[src/sv/edd_fifo.sv]
// Small register-based first-in first-out queue with occupancy count.
// Standalone; used between front and back and in front of the result port.
module edd_fifo #(
   parameter int WIDTH = 8,
   parameter int DEPTH = 4
) (
   input  logic                       clock,
   input  logic                       reset,
   input  logic                       push,
   input  logic [WIDTH-1:0]           push_data,
   output logic                       full,
   input  logic                       pop,
   output logic [WIDTH-1:0]           pop_data,
   output logic                       empty,
   output logic [$clog2(DEPTH):0]     count
);

   localparam int PTR_W = $clog2(DEPTH);

   logic [WIDTH-1:0] store_ff [DEPTH];
   logic [PTR_W-1:0] wr_ptr_ff, wr_ptr_in;
   logic [PTR_W-1:0] rd_ptr_ff, rd_ptr_in;
   logic [PTR_W:0]   count_ff, count_in;
   logic             do_push, do_pop;

   assign full     = (count_ff == (PTR_W+1)'(DEPTH));
   assign empty    = (count_ff == '0);
   assign count    = count_ff;
   assign pop_data = store_ff[rd_ptr_ff];
   assign do_push  = push && !full;
   assign do_pop   = pop && !empty;

   always_comb begin
      wr_ptr_in = wr_ptr_ff;
      rd_ptr_in = rd_ptr_ff;
      count_in  = count_ff;
      if (do_push) begin
         wr_ptr_in = (wr_ptr_ff == PTR_W'(DEPTH-1)) ? '0 : wr_ptr_ff + 1'b1;
      end
      if (do_pop) begin
         rd_ptr_in = (rd_ptr_ff == PTR_W'(DEPTH-1)) ? '0 : rd_ptr_ff + 1'b1;
      end
      if (do_push && !do_pop) begin
         count_in = count_ff + 1'b1;
      end else if (do_pop && !do_push) begin
         count_in = count_ff - 1'b1;
      end
   end

   always_ff @(posedge clock) begin
      if (reset) begin
         wr_ptr_ff <= '0;
         rd_ptr_ff <= '0;
         count_ff  <= '0;
      end else begin
         wr_ptr_ff <= wr_ptr_in;
         rd_ptr_ff <= rd_ptr_in;
         count_ff  <= count_in;
      end
   end

   always_ff @(posedge clock) begin
      if (do_push) begin
         store_ff[wr_ptr_ff] <= push_data;
      end
   end

endmodule

[config.mk]
export PLATFORM = sky130hd
export DESIGN_NAME = edd_fifo
export DESIGN_NICKNAME = d
export VERILOG_FILES = /design/src/sv/edd_fifo.sv
export SDC_FILE = /design/constraint.sdc
export NUM_CORES = 1
export LEC_CHECK = 0
export ABC_AREA = 1
export BUFFER_PORTS_ARGS = -buffer_cell sky130_fd_sc_hd__buf_2
export CELL_PAD_IN_SITES_DETAIL_PLACEMENT = 0
export CELL_PAD_IN_SITES_GLOBAL_PLACEMENT = 1
export CORE_MARGIN = 2
export CORE_UTILIZATION = 44
export DETAILED_ROUTE_END_ITERATION = 7
export GPL_TIMING_DRIVEN = 1
export HOLD_SLACK_MARGIN = 0.08
export PLACE_DENSITY = 0.88
export SLEW_MARGIN = 20
export SYNTH_ARGS = -nofsm -noshare
export SYNTH_HDL_FRONTEND = slang
export SYNTH_SLANG_ARGS = --single-unit
[constraint.sdc]
create_clock -name clock -period 2.4 [get_ports clock]
set_clock_uncertainty 0.15 [all_clocks]
set_input_delay 0.12 -clock clock [delete_from_list [all_inputs] [get_ports clock]]
set_output_delay 0.12 -clock clock [all_outputs]
set_load 0.005 [all_outputs]
# Yosys cells after proc, flatten, opt, wreduce, memory -nomap -nowiden
# Memory sizes are Yosys's and may differ from the RTL's. A register that Yosys moved wholly into a read port is not among the register bits.
# Index checks and enable logic that the tools add are counted.
[totals] register_bits=7 ramBits=32 out_inout_bits=13 wordCells=29 mem_count=1
[classes] add_sub_neg=4 eq_ne=3 mux=8 n_reduce_logical=10
[memory_table] memory="store_ff" depth=4 word_bits=8 read_ports=1 rd_ports_with_merged_regs=1 wr=1 line_no="20" rtl="logic [WIDTH-1:0] store_ff [DEPTH];"
[ops] operator="$mux 2" count=4
[ops] operator="$mux 3" count=2
[ops] operator="$add 2x1->2 const B" count=2
[ops] operator="$eq 2x2->1 const B" count=2
[ops] operator="$logic_and 1x1->1" count=4
[ops] operator="$logic_not 1->1" count=4
[ops] operator="$add 3x1->3 const B" count=1
[ops] operator="$eq 3x3->1 const B" count=1
[ops] operator="$logic_not 3->1" count=1
[ops] operator="$sub 3x1->3 const B" count=1
[ops] operator="$mux 1" count=2
[ops] operator="$reduce_bool 2->1" count=1

# Depth between registers and ports, before layout
[depth] word_depth=7 depth_mapped=13 mapped_depth_nobuf=13

# Least setup slack after synthesis
# OpenSTA, ideal clock, no wires.
[synth_timing] path_type="reg2reg" from="register count_ff[1] (netlist: count[1])" to="register count_ff[1] (netlist: count[1])" arrival_ns=1.600 path_slack_ns=0.534 path_stages_with_launch=10 path_buffers=0 cell_sequence="dfxtp_1 -> nor2_1 -> nand2_1 -> nand2_2 -> inv_1 -> ha_1 -> inv_1 -> fa_1 -> o21ai_0 -> nor2_1"
[synth_via] elab_cells_between_ends=15 cone_classes="add/sub (2); eq/ne (1); mux (2); reduce/logical (10)"
[synth_rtl] element="start, declared" line_no="23" rtl="logic [PTR_W:0] count_ff, count_in;"
[synth_rtl] element="start signal, assigned" line_no="58" rtl="count_ff <= count_in;"
[synth_rtl] element="$eq 3x3->1" line_no="26" rtl="assign full = (count_ff == (PTR_W+1)'(DEPTH));"
[synth_rtl] element="$logic_not 1->1" line_no="30" rtl="assign do_push = push && !full;"
[synth_rtl] element="$logic_and 1x1->1" line_no="30"
[synth_rtl] element="named net do_push" line_no="24" rtl="logic do_push, do_pop;"
[synth_rtl] element="$logic_and 1x1->1" line_no="43" rtl="if (do_push && !do_pop) begin"
[synth_rtl] element="$mux 3" line_no="43"
[synth_rtl] element="named net count_in[1]" line_no="23"
# The timed path passes the listed nets, and every way through them passes these cells. The select of a mux whose other input is x is not followed.
# A chain may end at the register's enable or synchronous reset.

# Worst setup path in the final report
[layout_timing] from="register count_ff[0] (netlist: count[0])" to="register count_ff[2] (netlist: count[2])"
[layout_via] elab_chain_len=6 elab_cells_between_ends=15 cone_classes="add/sub (2); eq/ne (1); mux (2); reduce/logical (10)"
[layout_rtl] element="$eq 3x3->1 (*)" line_no="26"
[layout_rtl] element="$logic_not 1->1 (*)" line_no="30"
[layout_rtl] element="$logic_and 1x1->1 (*)" line_no="30"
[layout_rtl] element="named net do_push" line_no="24"
[layout_rtl] element="$logic_not 1->1" line_no="45" rtl="end else if (do_pop && !do_push) begin"
[layout_rtl] element="$logic_and 1x1->1" line_no="45"
[layout_rtl] element="$reduce_bool 2->1 (no line)"
# The timed path passes the listed nets; every way through them passes the cells marked *. The select of a mux whose other input is x is not followed.

==> metrics.txt <==
status=finished clean; fin crit share=0.832; Nets=211; post-synth top area share=0.566; post-layout min period=approximately 2.0 ns; Reg2Reg Setup Slack=just over 0.4 ns; fill count=roughly 310; Worst EP required=about 2.5 ns; vias per inst=between 4 and 5; CTS tree=yes; largest cells by area after synthesis=edfxtp_1 (57%), dfxtp_1 (11%), nor2_1 (7.3%), ha_1 (4.4%), o21ai_0 (3.8%); post-synth top area cell=edfxtp_1; Psw=0.669 mW; Setup CP Type=flip-flop to flip-flop; Initial Utilization=0.460; H-tree level count=2; Setup Viol. Count Final=0; Post-CTS Setup Bufs=0; hold path depth=2; buffers added on ports=24; Max IR drop VDD=approximately 0.52 mV; Worst-Margin Slew=0.339 ns; Cell Area, Synth=about 1700 sq um; Mean Syn Cell Area=between 10 and 15 sq um; first-pass GRT wire length=~5.1 mm; Primary FF master, synth=edfxtp_1; setup TNS=0 ns; FMAX=roughly 500 MHz; Routed WL=about 3.1 mm; Final ANT Viol Nets=0; CTS root buffer=clkbuf_8; placed cells=222; ys async rst share=0; max-slew violations=0; r2r worst-path depth=12; drt wl/cell=between 10 and 15 um; clock sinks=41; DIE HEIGHT=around 66 um; crit start category=flip-flop; Syn Inst Count=roughly 150; Starting DRT DRC Count=87; initial antenna violation count=0; share of cells above drive strength 1=0.207; Ports=25; Clock Latency Late Sink=0.28 ns; syn_nets=roughly 170; Seq/Total Area, Yosys=0.673; final hold violations=0; Sequential Power Share=0.449; Pleak=approximately 0.87 nW; Area Growth Syn to Fin=24.3%; die area=approximately 4400 sq um; Antenna Cells=0; Final Wtd Congestion=about 0.74; top post-synthesis cells by count=nor2_1 (33), edfxtp_1 (32), inv_1 (17); RSZ-0062 raised after global routing=false; crit end category=flip-flop; global route overflow=0; vias in the first global route=between 1,000 and 1,500; max-cap violations=0; Core Region=between 3000 and 4000 sq um; Seq cells post-synth=41; Finished Layout Cells=about 240; clock network power share=0.244; Max-slew headroom=0.774; TritonCTS buffer count=5; clock-pin slew on the worst setup and hold paths=0.07 ns; Arrival @ worst endpoint=2.07 ns; most frequent cell after synthesis=nor2_1; yosys synthesis warning count=0; Hold Buf Count CTS=11; Post-CTS Resized=0; multi-input logic area=~470 sq um; Switching Share=0.314; post-synthesis cell type count=19; internal power=1.46 mW; Cell Rows=22; register area=about 1100 sq um; die width=approximately 66 um; HPWL Detailed=about 2.0 mm; GRT Overall Usage=0.161; crit path max fanout=7; Pwr per Cell Area=roughly 1000 nW/um^2; hold crit path type=flip-flop to flip-flop; DR DRC count=0; Logic pwr share=0.307; maximum number of pins on one net before global-route repair=17; clk buf depth=2; total number of vias=between 1,000 and 1,500; First-pass DRT Iterations=4; Post-synth EDFFs=32
## routing by layer
metal / GRT usage / up-vias / routed length, um
li1: - / 586 / -
met1: 0.190 / 551 / 1350
met2: 0.281 / 21 / 1580
met3: 0.0579 / 7 / 128
met4: 0.0306 / 0 / 26
met5: 0 / - / 0
## area by class of cell
cell class	count	share of cell area
Clock inverter	2	0.0160
Clock buffer	6	0.0344
Tap cell	48	0.0285
Multi-Input combinational cell	86	0.221
Sequential cell	41	0.541
Timing Repair Buffer	40	0.127
Inverter	18	0.0320
## state kept, by name, summed over array words and instances (netlist names), named ones only
signal     cells
wr_ptr_ff      2
rd_ptr_ff      2
store_ff      32
count          3
## power by group through the flow
stage          logic [mW]  clock network (mW)  registers [mW]
2_1_floorplan       0.423                   0           0.958
3_3_place_gp        0.619                   0           0.971
3_5_place_dp        0.648                   0           0.976
4_1_cts             0.665               0.535           0.960
5_1_grt             0.760               0.571           0.972
6_report            0.655               0.520           0.959
## worst max-delay path, stage by stage, from the launching register on
cell and delay (ns):
dfxtp_1 0.42, nor2_1 0.09, nand2_1 0.13, nand2_2 0.11, inv_1 0.08, ha_1 0.16, inv_1 0.06, fa_1 0.38
nand2_1 0.10, nand3_1 0.08, nand2_1 0.06, inv_1 0.03, nor2_1 0.09
## path summary, 6_finish.rpt
| kind | startpoint | end |
|---|---|---|
| min | rd_ptr_ff[1] | rd_ptr_ff[1] |
| max | count[0] | count[2] |
| max reg2reg | count[0] | count[2] |
| min reg2reg | rd_ptr_ff[1] | rd_ptr_ff[1] |
## stage by stage
stage / setup slack [ns] / hold WS (ns) / util / total power, mW / area [sq um]
floorplan: 0.534 / 0.0424 / - / 1.38 / 1700
global placement: 0.456 / 0.150 / 0.513 / 1.59 / 1890
detailed placement: 0.410 / 0.157 / 0.513 / 1.62 / 1890
CTS: 0.399 / 0.377 / 0.572 / 2.16 / 2110
global route: 0.144 / 0.417 / 0.572 / 2.30 / 2110
finish: 0.404 / 0.372 / 0.572 / 2.13 / 2110
## kinds of logic after synthesis
family,synth area share
simple gates,0.121
flops,0.673
compound gates,0.0922
buf+inv,0.0531
fa+ha+maj,0.0560
xor+xnor,0.00516
## layout by cell type, fill, tap and decap left out, drive strengths merged
cell,instances
nor2,33
edfxtp,32
buf,29
inv,18
o21ai,17
nand2,14
dlygate4sd3,11
dfxtp,9
o22ai,8
ha,6
clkbuf,6
a21oi,2
nand3b,2
xor2,1
nand3,1
nand4,1
fa,1
bufinv,1
clkinv,1
No activity file was read; power rests on OpenSTA's default activity.
