### src/sv/edd_pkg.sv
// Shared types and constants of the RGB565 error-diffusion dither.
// No dependencies; the front, back and top files refer to it by scoped names.
package edd_pkg;

   // Defaults for the size parameters of the top level.
   localparam int MAX_WIDTH_DEF  = 4096;
   localparam int MAX_HEIGHT_DEF = 4096;

   // Sample, level and error widths.
   localparam int SAMPLE_W = 16;
   localparam int LEVEL_W  = 5;
   localparam int ERR_W    = 11;
   localparam int CHAN     = 3;
   localparam int PIXEL_W  = 16;

   // Configuration port.
   localparam int SIZE_W      = 13;
   localparam int GAMMA_W     = 40;
   localparam int GAMMA_REGS  = 4;
   localparam int CSR_INDEX_W = 3;
   localparam int CSR_DATA_W  = 40;

   localparam logic [CSR_INDEX_W-1:0] CSR_IMAGE_WIDTH  = 3'd0;
   localparam logic [CSR_INDEX_W-1:0] CSR_IMAGE_HEIGHT = 3'd1;
   localparam logic [CSR_INDEX_W-1:0] CSR_GAMMA_0      = 3'd2;
   localparam logic [CSR_INDEX_W-1:0] CSR_GAMMA_1      = 3'd3;
   localparam logic [CSR_INDEX_W-1:0] CSR_GAMMA_2      = 3'd4;
   localparam logic [CSR_INDEX_W-1:0] CSR_GAMMA_3      = 3'd5;

   localparam logic [SIZE_W-1:0]  SIZE_RESET    = 13'd4096;
   localparam logic [GAMMA_W-1:0] GAMMA_RESET_0 = 40'd247132686368;
   localparam logic [GAMMA_W-1:0] GAMMA_RESET_1 = 40'd530877622568;
   localparam logic [GAMMA_W-1:0] GAMMA_RESET_2 = 40'd814622558768;
   localparam logic [GAMMA_W-1:0] GAMMA_RESET_3 = 40'd1098367494968;

   // Queue depths between the parts.
   localparam int MID_DEPTH = 4;
   localparam int OUT_DEPTH = 4;

   // All four gamma registers side by side, register 0 in the low bits.
   typedef logic [GAMMA_REGS*GAMMA_W-1:0] gamma_tbl_type;

   // Raster position flags of one pixel.
   typedef struct packed {
      logic first_col;
      logic last_col;
      logic first_row;
      logic last_row;
   } pos_type;

   // One classified pixel as it travels from the front to the back.
   typedef struct packed {
      logic [SAMPLE_W-1:0] red;
      logic [SAMPLE_W-1:0] green;
      logic [SAMPLE_W-1:0] blue;
      pos_type             pos;
   } pix_type;

endpackage

### src/sv/edd_front.sv
// Front part of the dither: accepts pixel words, averages the two greens
// and tags each word with its raster position. Depends on edd_pkg.
module edd_front #(
   parameter int MAX_WIDTH  = edd_pkg::MAX_WIDTH_DEF,
   parameter int MAX_HEIGHT = edd_pkg::MAX_HEIGHT_DEF
) (
   input  logic                              clock,
   input  logic                              reset,
   input  logic                              req_push,
   output logic                              req_full,
   input  logic [edd_pkg::SAMPLE_W-1:0]      req_red_in,
   input  logic [edd_pkg::SAMPLE_W-1:0]      req_green_first_in,
   input  logic [edd_pkg::SAMPLE_W-1:0]      req_green_second_in,
   input  logic [edd_pkg::SAMPLE_W-1:0]      req_blue_in,
   input  logic [edd_pkg::SIZE_W-1:0]        image_width,
   input  logic [edd_pkg::SIZE_W-1:0]        image_height,
   output logic                              mid_push,
   output edd_pkg::pix_type                  mid_pix,
   output logic [$clog2(MAX_WIDTH)-1:0]      mid_x,
   input  logic                              mid_full
);

   localparam int COL_W  = $clog2(MAX_WIDTH);
   localparam int ROW_W  = $clog2(MAX_HEIGHT);
   localparam int CCMP_W = (COL_W + 1 > edd_pkg::SIZE_W) ? COL_W + 1 : edd_pkg::SIZE_W;
   localparam int RCMP_W = (ROW_W + 1 > edd_pkg::SIZE_W) ? ROW_W + 1 : edd_pkg::SIZE_W;

   logic [COL_W-1:0] col_ff, col_in;
   logic [ROW_W-1:0] row_ff, row_in;
   logic [COL_W:0]   col_next;
   logic [ROW_W:0]   row_next;
   logic             accept;
   edd_pkg::pos_type pos;

   assign accept   = req_push && !mid_full;
   assign req_full = mid_full;
   assign col_next = {1'b0, col_ff} + 1'b1;
   assign row_next = {1'b0, row_ff} + 1'b1;

   // A size of zero behaves as one, and a size above the maximum as the maximum.
   always_comb begin
      pos.first_col = (col_ff == '0);
      pos.first_row = (row_ff == '0);
      pos.last_col  = (image_width == '0) ||
                      (CCMP_W'(col_next) >= CCMP_W'(image_width)) ||
                      (col_ff == COL_W'(MAX_WIDTH - 1));
      pos.last_row  = (image_height == '0) ||
                      (RCMP_W'(row_next) >= RCMP_W'(image_height)) ||
                      (row_ff == ROW_W'(MAX_HEIGHT - 1));
   end

   always_comb begin
      col_in = col_ff;
      row_in = row_ff;
      if (accept) begin
         if (pos.last_col) begin
            col_in = '0;
            row_in = pos.last_row ? '0 : row_next[ROW_W-1:0];
         end else begin
            col_in = col_next[COL_W-1:0];
         end
      end
   end

   always_ff @(posedge clock) begin
      if (reset) begin
         col_ff <= '0;
         row_ff <= '0;
      end else begin
         col_ff <= col_in;
         row_ff <= row_in;
      end
   end

   assign mid_push      = accept;
   assign mid_x         = col_ff;
   assign mid_pix.red   = req_red_in;
   assign mid_pix.green = {1'b0, req_green_first_in[edd_pkg::SAMPLE_W-1:1]} +
                          {1'b0, req_green_second_in[edd_pkg::SAMPLE_W-1:1]};
   assign mid_pix.blue  = req_blue_in;
   assign mid_pix.pos   = pos;

endmodule

### config.mk
export PLATFORM = sky130hd
export DESIGN_NAME = edd_front
export DESIGN_NICKNAME = d
export VERILOG_FILES = /design/src/sv/edd_pkg.sv /design/src/sv/edd_front.sv
export SDC_FILE = /design/constraint.sdc
export NUM_CORES = 1
export LEC_CHECK = 0
export BUFFER_PORTS_ARGS = -buffer_cell sky130_fd_sc_hd__buf_2
export CAP_MARGIN = 20
export CORE_ASPECT_RATIO = 0.8
export CORE_MARGIN = 2
export CORE_UTILIZATION = 47
export CTS_CLUSTER_DIAMETER = 40
export DETAILED_ROUTE_END_ITERATION = 7
export PLACE_DENSITY = 0.85
export SLEW_MARGIN = 20
export SYNTH_ARGS = -nofsm -noshare
export SYNTH_HDL_FRONTEND = slang
export SYNTH_SLANG_ARGS = --single-unit
### constraint.sdc
create_clock -name clock -period 3.63 [get_ports clock]
set_input_delay 0 -clock clock [delete_from_list [all_inputs] [get_ports clock]]
set_output_delay 0 -clock clock [all_outputs]
set_load 0.05 [all_outputs]
== Yosys cells after proc, flatten, opt, wreduce, memory -nomap -nowiden ==
Cells that the tools add are included.
Widths: inputs -> output; s select.
Operators by class
  reduce and logical (&&, ||, !) cells: 11
  add/subtract/negate cells: 3
  equal/unequal tests: 2
  $lt $le $gt $ge: 2
  mux-type cells: 2
Operator list (count)
  $add 12x1->13 const B: 2
  $ge 13x13->1: 2
  $logic_not 13->1: 2
  $eq 12x12->1 const B: 2
  $logic_not 12->1: 2
  $mux 12: 2
  $add 15x15->16: 1
  $logic_or 1x1->1: 4
  $reduce_and 2->1: 1
  $logic_and 1x1->1: 1
  $logic_not 1->1: 1
Storage, ports and cells
  output and inout port bits: 66
  input port bits: 94
  flip-flop bits (word level): 24

== Logic depth before layout (Yosys ltp) ==
  depth after elaboration: 5
  gate-level depth with buffers: 15

== Worst setup path before layout ==
OpenSTA, ideal clock, no wires.
  path kind: flip-flop to flip-flop
  start point: reg col_ff[4] (netlist: mid_x[4])
  end point: reg col_ff[9] (netlist: mid_x[9])
  stages on the path, launching flop included: 15
  path slack: 120 ps
  required time: 3483 ps
  setup time: 147 ps
  arrival: 3363 ps
  period minus slack after synthesis: 3510 ps
  cells stage by stage: dfxtp_1 and3_1 nand3_1 or2_1 clkbuf_1 nor2_1 xnor2_1 ha_1 nand4_1 or2_2 o211ai_2 buf_2 nor3_1 o21ai_0 o41ai_1
RTL lines
  from (decl): line edd_front.sv:28  | logic [COL_W-1:0] col_ff, col_in;
  from (signal assigned): line edd_front.sv:70  | col_ff <= col_in;

== Worst setup path in the final report ==
  start point: reg col_ff[1] (netlist: mid_x[1])
  end point: reg row_ff[5]
On the way
  word-level cells in the longest chain between the ends: 5
  elaborated cells between the ends (all ways): 6
Ends and longest elaborated chain
  $add 12x1->13: line edd_front.sv:37  | assign col_next = {1'b0, col_ff} + 1'b1;
  $ge 13x13->1: line edd_front.sv:45  | (CCMP_W'(col_next) >= CCMP_W'(image_width)) ||
  $logic_or 1x1->1: line edd_front.sv:44  | pos.last_col = (image_width == '0) ||
  $logic_or 1x1->1 *: line edd_front.sv:45
  $reduce_and 2->1 (no line) *
  to (signal assigned): line edd_front.sv:71  | row_ff <= row_in;
  to (decl): line edd_front.sv:29  | logic [ROW_W-1:0] row_ff, row_in;
Every way passes the cells marked *; elsewhere a longest branch is shown, timed or not.
A chain may end at the register's enable or synchronous reset.

==> impl_results.md <==
- Synth-to-Final Area Change: 12.6%
- CP max FO: 10
- RSZ-0062 raised after global routing: no
- First-pass GRT wire length: 13.2 mm
- EDFF count, synth: 0
- Status: completed
- Antenna violations before repair: 0
- Clock Tree Buf Depth: 2
- Die X: 95.2 µm
- Clock Latency Late Sink: 260 ps
- Metal-1 WL: 3.42 mm
- Crit Path Class: reg -> reg
- Vias per cell: around 5.6
- Clk slew on worst S/H paths: 80 ps
- Post-synthesis sequential area ratio: 15.4%
- H-tree depth: 1
- Ys Warns: 0
- Top sig layer: met4
- Slew Viols, Final: 0
- Vias in the first global route: 3018
- Total Wirelength: roughly 8.1 mm
- Hold crit path type: in -> out
- CP Capture Type: register
- Clock skew: ~2.8 ps
- Pwr Density: 227 nW/µm²
- Period minus WS final: 3390 ps
- Drt pass-1 iters: 4
- Syn Inst Count: roughly 420
- Share of cells above drive strength 1: 25.4%
- Synth Net Count: 558
- Critical Path RT: 3800 ps
- RePlAce Congestion: 0.889
- Starting Density: 48.8%
- I/O pins: 160
- Setup ws final: 238 ps
- DR iter-0 viols: 188
- Tot Pwr: about 800 µW
- MaxCap Viol Count: 0
- Rows: 26
- Post-layout util: between 50% and 60%
- Root Driver: clkbuf_8
- #FFs+latches synth: 24
- Fmax: 295 MHz
- CP startpoint kind: register
- P_leak: ~0.0018 µW
- CTS Buf Count: 3
- Met3 Routed Length: 685 µm
- CP Data Arrival Time: 3560 ps
- Largest net degree at the start of global routing: 28
- Maximum vdd drop: 0.000273 V
- Synth Flop Type: dfxtp_1
- Mapped Area: 3130 µm²
- GRT Util Overall: 21.6%
- Avg Inst Size Synth: 7.48 µm²
- Async SR Flop Fraction: 0%
- Layout Nets: 618
- Setup WS pre-CTS: between 200 and 250 ps
- Part of the cycle the worst path needs: 93.4%
- Gr ovfl total: 0
- Antenna Nets Post-Route: 0
- # diodes: 0
- Met2 WL post-DR: between 3 and 4 mm
- Port Buf Inserts: 93
- Drt wl/cell: between 10 and 15 µm
- Vias: 3148
- Full die area: between 7000 and 8000 µm²
- Slew @ Worst Pin: 488 ps
- Sink Count: 24
- Setup TNS Final: 0 ps
- Post-DP HPWL: 6.62 mm
- Die Ht: 77.0 µm
- Core Region: 6410 µm²
- Drt drc: 0
- Max_slew headroom: 67.3%
- Setup-failing EPs final: 0
- Hold Fails Final Rpt: 0
- CTS tree: built
- Synth cell types: 52
==> path summary, 6_finish.rpt <==
check	startpoint	end	slack, ps	cells past startpoint
hold / removal	req_blue_in[15]	mid_pix[19]	0.02	0
hold reg to reg	row_ff[1]	row_ff[1]	500	2
setup / recovery	mid_x[1]	row_ff[5]	240	12
setup reg to reg	mid_x[1]	row_ff[5]	240	12
==> timing repair <==
item	in CTS	in global routing
endpoints found under the setup margin	0	15
hold endpoints to repair	0	0
gates resized for setup	0	8
hold buffers	0	0
buffers inserted	0	4
==> worst max-delay path, stage by stage (launching register included) <==
cell	delay (ps)
dfxtp_1	420
ha_1	320
nand3_2	190
nor2_1	210
nand4_1	140
xnor2_1	180
ha_1	310
nand4_1	120
or2_2	350
o211ai_4	370
and2_1	340
nand2_1	160
o32ai_1	170
==> final cells by class <==
class,instances,area (µm²)
Sequential cell,24,483
Tap cell,84,105
Clock buffer,3,41.3
Timing Repair Buffer,101,526
Inverter,41,154
Fill cell,588,2890
Multi-Input combinational cell,307,2210
==> cell usage after synthesis (all sizes together) (2+ instances only) <==
master,instances,area share [%]
nand4,8,1.6
xnor2,23,6.4
inv,40,4.8
a21oi,34,5.4
or3,7,1.6
nand3b,4,0.96
nand2,22,2.6
nand2b,4,0.80
ha,45,18
xor2,8,2.2
a221oi,2,0.56
and3,10,2.2
nor2,32,4.1
or2,2,0.40
o31ai,4,1.1
o32ai,3,0.84
nor4,9,2.3
a211oi,3,0.88
nor2b,3,0.60
dfxtp,24,15
nor3,10,1.6
o21ai,23,3.7
o41ai,2,0.56
a31oi,3,0.60
nor3b,2,0.48
a41o,2,0.64
a21o,7,1.7
buf,39,9.0
nand3,22,3.8
o21a,4,0.96
clkbuf,7,0.88
==> stage by stage <==
| step | instance area, µm² | hold WS (ps) | std cells |
|---|---|---|---|
| 3_5_place_dp | 3420 | 0.341 | 553 |
| 3_3_place_gp | 3420 | 0.341 | 553 |
| 4_1_cts | 3460 | 0.341 | 556 |
| 6_report | 3520 | 0.0172 | 560 |
| 5_1_grt | 3520 | 0.0718 | 560 |
| 2_1_floorplan | 3130 | 167 | 418 |
==> kinds of logic (layout without fill, tap and decap cells) <==
logic type / count (synthesis) / in the layout / synth area share (%)
and+or+nand+nor: 138 / 138 / 24.2
buffers and inverters: 87 / 145 / 14.8
AOI/OAI and AO/OA: 92 / 92 / 18.4
xor gates and xnor gates: 31 / 31 / 8.68
DFF: 24 / 24 / 15.4
adders and majority gates: 46 / 46 / 18.6
==> placed cells by master (no fill, tap or decap), types with 9 or more instances in the layout <==
cell and instances:
ha_1 44, nand2_1 22, a21oi_1 34, o21ai_0 22, xnor2_1 23, buf_2 93, nor2_1 30, nand3_1 20
inv_1 40, nor3_1 9, dfxtp_1 22
==> routing by layer <==
metal / GRT usage [%] / up-vias
li1: - / 1563
met1: 26.4 / 1443
met2: 38.4 / 126
met3: 3.73 / 16
met4: 5.65 / 0
met5: 0 / -
==> power by group <==
part           internal [µW]  leakage [µW]  switching, µW
Combinational            118       0.00154            258
Clock                   74.3     0.0000216           83.1
Sequential               264      0.000194           1.79
Total                    457       0.00175            343
==> flip-flops by register name, indices dropped and copies added (netlist names) <==
signal  count
mid_x      12
row_ff     12
No activity file was read; power rests on OpenSTA's default activity.
